$ cat config.mk
export PLATFORM = sky130hd
export DESIGN_NAME = qoi_chunk_decoder_unit
export DESIGN_NICKNAME = d
export VERILOG_FILES = /design/src/rtl/qoi_pkg.sv /design/src/rtl/qoi_ctrl.sv /design/src/rtl/qoi_dp.sv /design/src/rtl/qoi_chunk_decoder_unit.sv
export SDC_FILE = /design/constraint.sdc
export NUM_CORES = 2
export LEC_CHECK = 0
export ABC_AREA = 1
export BUFFER_PORTS_ARGS = -buffer_cell sky130_fd_sc_hd__buf_2
export CORE_MARGIN = 3
export CORE_UTILIZATION = 55
export DETAILED_ROUTE_END_ITERATION = 6
export HOLD_SLACK_MARGIN = 0.1
export PLACE_DENSITY = 0.76
export SYNTH_ARGS = -nofsm -noshare
export SYNTH_HDL_FRONTEND = slang
export SYNTH_SLANG_ARGS = --single-unit
$ cat constraint.sdc
create_clock -name i_clk -period 10.11 [get_ports i_clk]
set_input_delay 1.011 -clock i_clk [delete_from_list [all_inputs] [get_ports i_clk]]
set_output_delay 1.011 -clock i_clk [all_outputs]
set_load 0.03 [all_outputs]
$ cat src/rtl/qoi_pkg.sv
`timescale 1ns / 1ps

package qoi_pkg;

    localparam int unsigned CACHE_DEPTH = 64;
    localparam int unsigned CACHE_AW    = 6;

    // 8-bit op tags
    localparam logic [7:0] TAG_RGB  = 8'hFE;
    localparam logic [7:0] TAG_RGBA = 8'hFF;

    // 2-bit op field in bits 7:6
    localparam logic [1:0] OP2_INDEX = 2'b00;
    localparam logic [1:0] OP2_DIFF  = 2'b01;
    localparam logic [1:0] OP2_LUMA  = 2'b10;
    localparam logic [1:0] OP2_RUN   = 2'b11;

    // pending multi-byte op
    localparam logic [1:0] PEND_RGB  = 2'd0;
    localparam logic [1:0] PEND_RGBA = 2'd1;
    localparam logic [1:0] PEND_LUMA = 2'd2;

    // kind of pixel being completed
    localparam logic [2:0] KIND_RGB   = 3'd0;
    localparam logic [2:0] KIND_RGBA  = 3'd1;
    localparam logic [2:0] KIND_LUMA  = 3'd2;
    localparam logic [2:0] KIND_INDEX = 3'd3;
    localparam logic [2:0] KIND_DIFF  = 3'd4;
    localparam logic [2:0] KIND_RUN   = 3'd5;

    localparam logic [2:0] CHANNELS_RESET = 3'd4;
    localparam logic [2:0] CHANNELS_RGBA  = 3'd4;

    typedef struct packed {
        logic accept;  // input byte transfer this cycle
        logic calc;    // build the pixel from the latched op
        logic emit;    // load output register and commit the pixel
        logic last;    // emitted pixel is the last one of this byte
    } t_dp_cmd;

    typedef struct packed {
        logic       completes;  // byte at the input finishes a pixel op
        logic [5:0] run_len;    // extra pixels of a run, zero otherwise
    } t_dp_status;

endpackage

$ cat src/rtl/qoi_ctrl.sv
`timescale 1ns / 1ps

module qoi_ctrl
    import qoi_pkg::*;
(
    input  logic       i_clk,
    input  logic       i_rst_n,
    input  logic       i_in_valid,
    output logic       o_in_ready,
    output logic       o_out_valid,
    input  logic       i_out_ready,
    input  t_dp_status i_status,
    output t_dp_cmd    o_cmd
);

    localparam logic [1:0] S_IDLE = 2'd0;
    localparam logic [1:0] S_CALC = 2'd1;
    localparam logic [1:0] S_EMIT = 2'd2;

    logic [1:0] r_state, n_state;
    logic [5:0] r_run_left, n_run_left;
    logic       r_out_valid, n_out_valid;
    logic       w_accept;
    logic       w_can_emit;

    assign o_in_ready  = (r_state == S_IDLE);
    assign w_accept    = i_in_valid && o_in_ready;
    assign w_can_emit  = !r_out_valid || i_out_ready;
    assign o_out_valid = r_out_valid;

    always_comb begin
        n_state     = r_state;
        n_run_left  = r_run_left;
        n_out_valid = r_out_valid;
        o_cmd       = '0;
        o_cmd.accept = w_accept;
        if (r_out_valid && i_out_ready) begin
            n_out_valid = 1'b0;
        end
        unique case (r_state)
            S_IDLE: begin
                if (w_accept && i_status.completes) begin
                    n_run_left = i_status.run_len;
                    n_state    = S_CALC;
                end
            end
            S_CALC: begin
                o_cmd.calc = 1'b1;
                n_state    = S_EMIT;
            end
            S_EMIT: begin
                o_cmd.last = (r_run_left == 6'd0);
                if (w_can_emit) begin
                    o_cmd.emit  = 1'b1;
                    n_out_valid = 1'b1;
                    if (r_run_left == 6'd0) begin
                        n_state = S_IDLE;
                    end else begin
                        n_run_left = r_run_left - 6'd1;
                    end
                end
            end
            default: begin
                n_state = S_IDLE;
            end
        endcase
    end

    always_ff @(posedge i_clk) begin
        if (!i_rst_n) begin
            r_state     <= S_IDLE;
            r_run_left  <= 6'd0;
            r_out_valid <= 1'b0;
        end else begin
            r_state     <= n_state;
            r_run_left  <= n_run_left;
            r_out_valid <= n_out_valid;
        end
    end

endmodule

$ cat src/rtl/qoi_dp.sv
`timescale 1ns / 1ps

module qoi_dp
    import qoi_pkg::*;
(
    input  logic        i_clk,
    input  logic        i_rst_n,
    input  logic [7:0]  i_byte,
    input  logic        i_cfg_we,
    input  logic [2:0]  i_cfg_data,
    input  t_dp_cmd     i_cmd,
    output t_dp_status  o_status,
    output logic [31:0] o_pixel,   // red, green, blue, alpha from bit 0 up
    output logic        o_last
);

    // pixels kept as {r, g, b, a} with red in the top byte
    logic [31:0] r_mem [CACHE_DEPTH];
    logic [CACHE_DEPTH-1:0] r_valid;
    logic [31:0] r_rd_data;
    logic        r_rd_ok;

    logic [31:0] r_prev;
    logic [2:0]  r_phase, n_phase;
    logic [1:0]  r_pend, n_pend;
    logic [23:0] r_coll, n_coll;
    logic [2:0]  r_kind, n_kind;
    logic [7:0]  r_byte, n_byte;
    logic [2:0]  r_channels;
    logic [31:0] r_px, n_px;
    logic [31:0] r_out_pixel;
    logic        r_out_last;

    logic        w_is_tag;
    logic [CACHE_AW-1:0] w_hash;

    function automatic logic [CACHE_AW-1:0] f_hash(input logic [31:0] px);
        logic [5:0] hr, hg, hb, ha;
        hr = px[29:24];
        hg = px[21:16];
        hb = px[13:8];
        ha = px[5:0];
        // only the low six bits of each channel reach a mod-64 sum
        return 6'(hr * 6'd3 + hg * 6'd5 + hb * 6'd7 + ha * 6'd11);
    endfunction

    assign w_is_tag = (i_byte == TAG_RGB) || (i_byte == TAG_RGBA);
    assign w_hash   = f_hash(r_px);

    always_comb begin
        o_status.completes = (r_phase == 3'd1) ||
                             ((r_phase == 3'd0) && !w_is_tag && (i_byte[7:6] != OP2_LUMA));
        o_status.run_len   = ((r_phase == 3'd0) && !w_is_tag && (i_byte[7:6] == OP2_RUN))
                             ? i_byte[5:0] : 6'd0;
    end

    // parser state update on an input transfer
    always_comb begin
        n_phase = r_phase;
        n_pend  = r_pend;
        n_coll  = r_coll;
        n_kind  = r_kind;
        n_byte  = r_byte;
        if (i_cmd.accept) begin
            if (r_phase != 3'd0) begin
                n_phase = r_phase - 3'd1;
                if (n_phase != 3'd0) begin
                    n_coll = {r_coll[15:0], i_byte};
                end else begin
                    // operands stay until the pixel is built; the next op reloads them
                    n_byte = i_byte;
                    n_pend = PEND_RGB;
                    if (r_pend == PEND_RGBA) begin
                        n_kind = KIND_RGBA;
                    end else if (r_pend == PEND_LUMA) begin
                        n_kind = KIND_LUMA;
                    end else begin
                        n_kind = KIND_RGB;
                    end
                end
            end else if (w_is_tag) begin
                n_pend  = (i_byte == TAG_RGBA) ? PEND_RGBA : PEND_RGB;
                n_phase = (i_byte == TAG_RGBA) ? 3'd4 : 3'd3;
                n_coll  = 24'd0;
            end else begin
                n_byte = i_byte;
                unique case (i_byte[7:6])
                    OP2_INDEX: n_kind = KIND_INDEX;
                    OP2_DIFF:  n_kind = KIND_DIFF;
                    OP2_LUMA: begin
                        n_pend  = PEND_LUMA;
                        n_phase = 3'd1;
                        n_coll  = {18'd0, i_byte[5:0]};
                    end
                    default:   n_kind = KIND_RUN;
                endcase
            end
        end
    end

    // pixel construction, 8-bit wrap on every channel
    always_comb begin
        unique case (r_kind)
            KIND_RGBA: n_px = {r_coll, r_byte};
            KIND_LUMA: begin
                n_px[31:24] = r_prev[31:24] + {2'd0, r_coll[5:0]} + {4'd0, r_byte[7:4]} - 8'd40;
                n_px[23:16] = r_prev[23:16] + {2'd0, r_coll[5:0]} - 8'd32;
                n_px[15:8]  = r_prev[15:8]  + {2'd0, r_coll[5:0]} + {4'd0, r_byte[3:0]} - 8'd40;
                n_px[7:0]   = r_prev[7:0];
            end
            KIND_INDEX: n_px = r_rd_ok ? r_rd_data : 32'd0;
            KIND_DIFF: begin
                n_px[31:24] = r_prev[31:24] + {6'd0, r_byte[5:4]} - 8'd2;
                n_px[23:16] = r_prev[23:16] + {6'd0, r_byte[3:2]} - 8'd2;
                n_px[15:8]  = r_prev[15:8]  + {6'd0, r_byte[1:0]} - 8'd2;
                n_px[7:0]   = r_prev[7:0];
            end
            KIND_RUN:  n_px = r_prev;
            default:   n_px = {r_coll[15:0], r_byte, r_prev[7:0]};
        endcase
    end

    always_ff @(posedge i_clk) begin
        if (!i_rst_n) begin
            r_phase    <= 3'd0;
            r_pend     <= PEND_RGB;
            r_coll     <= 24'd0;
            r_prev     <= {24'd0, 8'd255};
            r_channels <= CHANNELS_RESET;
        end else begin
            r_phase <= n_phase;
            r_pend  <= n_pend;
            r_coll  <= n_coll;
            if (i_cmd.emit) begin
                r_prev <= r_px;
            end
            if (i_cfg_we) begin
                r_channels <= i_cfg_data;
            end
        end
    end

    always_ff @(posedge i_clk) begin
        r_kind <= n_kind;
        r_byte <= n_byte;
        if (i_cmd.calc) begin
            r_px <= n_px;
        end
        if (i_cmd.emit) begin
            r_out_pixel <= {(r_channels == CHANNELS_RGBA) ? r_px[7:0] : 8'd255,
                            r_px[15:8], r_px[23:16], r_px[31:24]};
            r_out_last  <= i_cmd.last;
        end
    end

    // colour cache: an entry never written reads as zero
    always_ff @(posedge i_clk) begin
        if (!i_rst_n) begin
            r_valid <= '0;
        end else if (i_cmd.emit) begin
            r_valid[w_hash] <= 1'b1;
        end
    end

    always_ff @(posedge i_clk) begin
        if (i_cmd.emit) begin
            r_mem[w_hash] <= r_px;
        end
        if (i_cmd.accept) begin
            r_rd_data <= r_mem[i_byte[CACHE_AW-1:0]];
            r_rd_ok   <= r_valid[i_byte[CACHE_AW-1:0]];
        end
    end

    assign o_pixel = r_out_pixel;
    assign o_last  = r_out_last;

endmodule

$ cat src/rtl/qoi_chunk_decoder_unit.sv
// a completing byte sends the controller to build (registers the pixel), then
//   to emit (loads the output register); no byte is taken until its last pixel
//   is emitted. throughput: operand bytes 1 per cycle
// the output register takes the next pixel in the cycle the previous one leaves
// reset: synchronous, active low; cache reads as zero, previous pixel is
//   opaque black, channels is 4, parser waits for an op byte
`timescale 1ns / 1ps

module qoi_chunk_decoder_unit
    import qoi_pkg::*;
(
    input  logic        i_clk,
    input  logic        i_rst_n,
    input  logic        s_axis_tvalid,
    output logic        s_axis_tready,
    input  logic [7:0]  s_axis_tdata,   // chunk_byte
    output logic        m_axis_tvalid,
    input  logic        m_axis_tready,
    output logic [31:0] m_axis_tdata,   // red, green, blue, alpha
    output logic        m_axis_tlast,   // last_of_run
    input  logic        i_cfg_valid,
    output logic        o_cfg_ready,
    input  logic [2:0]  i_cfg_data      // channels
);

    t_dp_cmd    w_cmd;
    t_dp_status w_status;

    assign o_cfg_ready = 1'b1;

    qoi_ctrl u_ctrl (
        .i_clk       (i_clk),
        .i_rst_n     (i_rst_n),
        .i_in_valid  (s_axis_tvalid),
        .o_in_ready  (s_axis_tready),
        .o_out_valid (m_axis_tvalid),
        .i_out_ready (m_axis_tready),
        .i_status    (w_status),
        .o_cmd       (w_cmd)
    );

    qoi_dp u_dp (
        .i_clk      (i_clk),
        .i_rst_n    (i_rst_n),
        .i_byte     (s_axis_tdata),
        .i_cfg_we   (i_cfg_valid),
        .i_cfg_data (i_cfg_data),
        .i_cmd      (w_cmd),
        .o_status   (w_status),
        .o_pixel    (m_axis_tdata),
        .o_last     (m_axis_tlast)
    );

endmodule

### Yosys cells after proc, flatten, opt, wreduce, memory -nomap -nowiden

Memory sizes are Yosys's and may differ from the RTL's. A register that Yosys moved wholly into a read port is not among the register bits.
Cells that the tools add are included.
W data, S select, Z words.

| word-level totals | value |
|---|---|
| input bits | 16 |
| memories | 1 |
| bits in writable memories | 2,048 |
| output and inout port bits | 36 |
| bits in registers | 214 |

Memories:

| name | depth | width | rd ports | clocked after Yosys merged registers in | write ports | RTL line | source |
|---|---|---|---|---|---|---|---|
| u_dp.r_mem | 64 | 32 | 1 | 1 | 1 | qoi_dp.sv:18 | `logic [31:0] r_mem [CACHE_DEPTH];` |

| operators by class | value |
|---|---|
| multiplexer cells | 45 |
| bitwise logic cells | 1 |
| reductions and logical operators | 27 |
| order comparisons | 3 |
| $mul | 4 |
| $add $sub $neg | 19 |
| equal/unequal tests | 25 |

Operator list:

| kind | number |
|---|---|
| $pmux W32 S5 | 1 |
| $mux W24 | 4 |
| $or A64 B64 Y64 | 1 |
| $mux W32 | 1 |
| $add A8 B2 Y8 | 3 |
| $add A8 B6 Y8 | 3 |
| $mux W3 | 8 |
| $mux W6 | 4 |
| $mux W8 | 3 |
| $sub A8 B2 Y8 const B | 3 |
| $sub A8 B6 Y8 const B | 3 |
| $add A6 B6 Y6 | 3 |
| $mux W2 | 9 |
| $add A8 B4 Y8 | 2 |
| $eq A8 B8 Y1 const B | 2 |
| $lt A6 B7 Y1 const B | 2 |
| $mul A6 B3 Y6 const B | 2 |
| $ne A2 B2 Y1 const B | 6 |
| $pmux W6 S2 | 1 |
| $reduce_and A3 Y1 | 4 |
| $mux W1 | 10 |
| $eq A3 B3 Y1 const B | 3 |
| $pmux W3 S3 | 1 |
| $reduce_bool A3 Y1 | 3 |
| 22 further kinds | 42 |

### Logic depth before layout (Yosys ltp)

| logic depth | value |
|---|---|
| depth after elaboration | 9 |
| mapped depth | 23 |

### Modules after synthesis

From an unflattened synthesis, not the netlist that was laid out.

| unflattened totals | value |
|---|---|
| cells, all modules | 6,808 |
| area total of the unflattened synthesis | 91,293.8 um^2 |

By module, submodules not included:

| module | area each (um^2) | cells an instance | sequential area each (um^2) | instances |
|---|---|---|---|---|
| qoi_dp | 90,683.2 | 6,715 | 67,334.6 | 1 |
| qoi_ctrl | 599.3 | 91 | 180.2 | 1 |
| qoi_chunk_decoder_unit | 11.3 | 2 | 0.0 | 1 |

### Least setup slack after synthesis

Ideal clock, no wire load.

| path | value |
|---|---|
| kind | flip-flop to flip-flop |
| start | register u_dp.r_px[10] |
| end | memory u_dp.r_mem[16][0], enable pin |
| required time | 9,723 ps |
| path slack | 3,779 ps |
| library setup time | 387 ps |
| data arrival time | 5,945 ps |
| path buffers | 1 |
| stages on the path, launching flop included | 23 |
| path through | edfxtp_1 > inv_1 > fa_1 > inv_1 > fa_1 > inv_1 > fa_1 > fa_1 > fa_1 > inv_1 > ha_1 > a21oi_1 > nand2_1 > nand2_1 > nand2_1 > nand3_1 > nand2_1 > nand2_1 > inv_1 > nor2_2 > buf_4 > nand4_1 > inv_1 |

| on the way | value |
|---|---|
| cells in the longest elaborated chain, start to end | 3 |

RTL lines:

| element | RTL line | source |
|---|---|---|
| from (decl) | qoi_dp.sv:30 | `logic [31:0] r_px, n_px;` |
| from (signal assigned) | qoi_dp.sv:147 | `r_px <= n_px;` |
| $mul A6 B3 Y6 | qoi_dp.sv:44 | `return 6'(hr * 6'd3 + hg * 6'd5 + hb * 6'd7 + ha * 6'd11);` |
| $add A6 B6 Y6 (2 in a row) | qoi_dp.sv:44 |  |
| to (decl) | qoi_dp.sv:18 |  |

No other way between the ends.

### Worst setup path after layout

| path | value |
|---|---|
| start | register u_dp.r_px[18] |
| end | memory u_dp.r_mem[62][7], enable pin |

| on the way | value |
|---|---|
| cells in the longest elaborated chain, start to end | 4 |

RTL lines:

| element | RTL line |
|---|---|
| $mul A6 B3 Y6 | qoi_dp.sv:44 |
| $add A6 B6 Y6 (3 in a row) | qoi_dp.sv:44 |

No other way between the ends.

==> out/metrics.cfg <==
[yosys]
avgSynthCellArea_um2 = 13.5
synthTopCellsByCount = 2157 x edfxtp_1, 894 x o21ai_0, 700 x nand2_1, 623 x nor2_1, 326 x inv_1
synth_cells = 6800
ys_top_cells_by_area = edfxtp_1 71%, o21ai_0 4.9%, dfxtp_1 3.0%
yosysSeqAreaShare_pct = 73.8
ys_warn_count = 0
synth_flop_cell = edfxtp_1
synth.most_common_cell = edfxtp_1
synth_edf_count = 2157
ys_types = 56
synth_top_cell_by_area = edfxtp_1
synth_seq_cells = 2294
synthArstFlopShare_pct = 0
synth_area_mm2 = 0.0915
syn-num-nets = 6940
synth_top_cell_area_share_pct = 70.8

[floorplan]
rows = 149
initial_utilization_pct = 55.4
core_area_mm2 = 0.165
fp.dieH_um = 414
chipWidth_um = 414
die_area_mm2 = 0.171
ios = 52

[cells_and_area]
multi_input_area_mm2 = 0.0206
fillers = 11900
nets = 6926
regArea_mm2 = 0.0675
postLayoutCellArea_mm2 = 0.101
syn_to_final_growth_pct = 10.1
drive_above_1_share_pct = 8.31

[timing]
finalClockSkew_ns = 0.0641
final.period_utilization_pct = 73.5
worst_pin_slew_ns = 1.42
rsz0062_at_grt = no
relSlewSlack_pct = 5.08
fin_setup_tns_ns = 0
fin_crit_ns = 7.43
slew_violations = 0
hold_viol = 0
setup_viol = 0
fmax_ghz = 0.135

[setup_path]
r2r-start = u_dp.r_px[18]
startpoint_type = register
cp-end-kind = register
critPathKind = reg2reg
startpoint = u_dp.r_px[18]
critPathRequiredTime_ns = 10.58
r2r_cells = 19
arrival_ns = 7.89
critPathMaxFanout = 35

[outcome]
status = finished clean

[routing]
wl_um = 268000
highest_layer = met5
wl_met2_um = 120000
vias = 60700
vias_per_cell = 6.62
drc_errors = 0
dr_wl_met3_um = 36600
wire_per_inst_um = 29.3
drt_iter0_markers = 10900
first_pass_iters = 7
ant_nets = 0
m1WireLength_um = 95400

[grt]
grt-ovfl-total = 0
grtUsageTotal_pct = 30.9
grt_max_degree = 157
grt_pass1_vias = 57100
antenna_found_initial = 15
grt_pass1_wl_um = 386000

[clock_network]
clk_root_buffer_cell = clkbuf_16
path_clk_slew_ns = 0.06
clock_latency_ns = 0.89
cts.sinks = 2294
numCtsBuffers = 212
cts_resized = 0
clockBufferDepth = 3
htree_levels = 4
postCtsHoldBufs = 0
cts_tree = yes
cts_setup_buffers = 0

[pwr]
p_per_area_mw_per_mm2 = 240
irDropWorstVdd_mv = 0.662
p_leak_nw = 33.1

[worst_hold_path]
hp-start = i_cfg_data[2]
hold_depth = 3
hold_class = in2reg

[placement]
dpl-instance-area_mm2 = 0.0938
dp_hpwl_um = 151000
numPortBuffers = 50
gp_congestion = 0.963

[job]
cap_violations = 0

==> placed cells by master, fill, tap and decap left out, drive strengths merged, types with 15 or more instances in the layout <==
| cell | count |
|---|---|
| clkbuf | 262 |
| o211ai | 79 |
| nor2 | 637 |
| o21ai | 936 |
| ha | 87 |
| buf | 219 |
| o2111ai | 134 |
| nand2 | 703 |
| a221oi | 202 |
| dfxtp | 137 |
| a21oi | 216 |
| bufinv | 21 |
| o221ai | 15 |
| inv | 316 |
| clkinv | 123 |
| edfxtp | 2157 |
| nand3 | 309 |
| fa | 37 |
| nand4 | 77 |
| a22oi | 202 |
==> cell type report <==
| cell class | instances | area share, % |
|---|---|---|
| sequential | 2294 | 67.0 |
| multi-input combinational | 3719 | 20.5 |
| clock buffer | 262 | 5.51 |
| tap | 2189 | 2.72 |
| timing repair buffer | 219 | 1.63 |
| clock inverter | 133 | 1.39 |
| inverter | 340 | 1.31 |
| antenna | 8 | 0.0199 |
==> worst max-delay path: stages, from the launching register on <==
cell and delay (ns):
edfxtp_1 1.30, buf_4 0.54, ha_1 0.31, fa_1 0.48, inv_1 0.05, fa_1 0.50
fa_1 0.43, fa_1 0.49, inv_1 0.04, ha_1 0.33, a21oi_1 0.20, nand3_1 0.10
nand2_1 0.11, nand3_1 0.11, nand2_1 0.11, nand2_1 0.07, nand2_1 0.84, nand4_1 0.36
inv_1 0.14, buf_4 0.43
==> per-layer routing <==
layer | global-route usage (%) | vias to the layer above
met5 | 0 | -
met4 | 17.1 | 8
met3 | 8.40 | 806
met2 | 45.8 | 4656
met1 | 41.7 | 29700
li1 | - | 25500
==> sequential cells by signal, summed over array words and instances, names as in the netlist, 2 cells and up <==
| register | cells |
|---|---|
| u_dp.r_coll | 24 |
| u_dp.r_phase | 3 |
| u_dp.r_channels | 3 |
| u_ctrl.r_state | 2 |
| u_dp.r_pend | 2 |
| u_dp.o_pixel | 32 |
| u_dp.r_prev | 32 |
| u_dp.r_byte | 8 |
| u_dp.r_kind | 3 |
| u_ctrl.r_run_left | 6 |
| u_dp.r_mem | 2048 |
| u_dp.r_px | 32 |
| u_dp.r_rd_data | 32 |
| u_dp.r_valid | 64 |
==> path summary, 6_finish.rpt <==
check	end	slack [ns]
max	u_dp.r_mem[62][7]	2.68
min	u_dp.r_channels[2]	0.38
max reg2reg	u_dp.r_mem[62][7]	2.68
min reg2reg	u_dp.r_valid[57]	0.46
==> kinds of logic (layout without fill, tap and decap cells) <==
group	Yosys count	count (layout)	synth area share, %
fa+ha+maj	124	124	2.00
other cells	1	9	0.00410
flops	2294	2294	73.8
compound gates	1825	1825	12.3
simple gates	1752	1752	7.98
xor+xnor	17	17	0.163
buf+inv	787	954	3.78
==> metrics by stage <==
stage                     utilization, %  power, mW  worst slack [ns]  cells  hold WS (ns)
after global routing                61.0       24.9              2.54   9156         0.373
after CTS                           61.0       24.1              2.91   9156         0.324
after detailed placement            56.8       16.2              3.02   8761         0.439
final                               61.0       24.2              2.68   9164         0.380
after floorplan                        -       14.7              3.78   6800         0.421
after global placement              56.8       16.1              3.15   8761         0.434
==> where the power goes <==
part	switching, mW	leakage (nW)	internal (mW)
Clock	3.53	3.36	4.46
Combinational	3.94	9.18	0.972
Sequential	0.215	20.5	11.1
(Power assumes the default switching activity.)
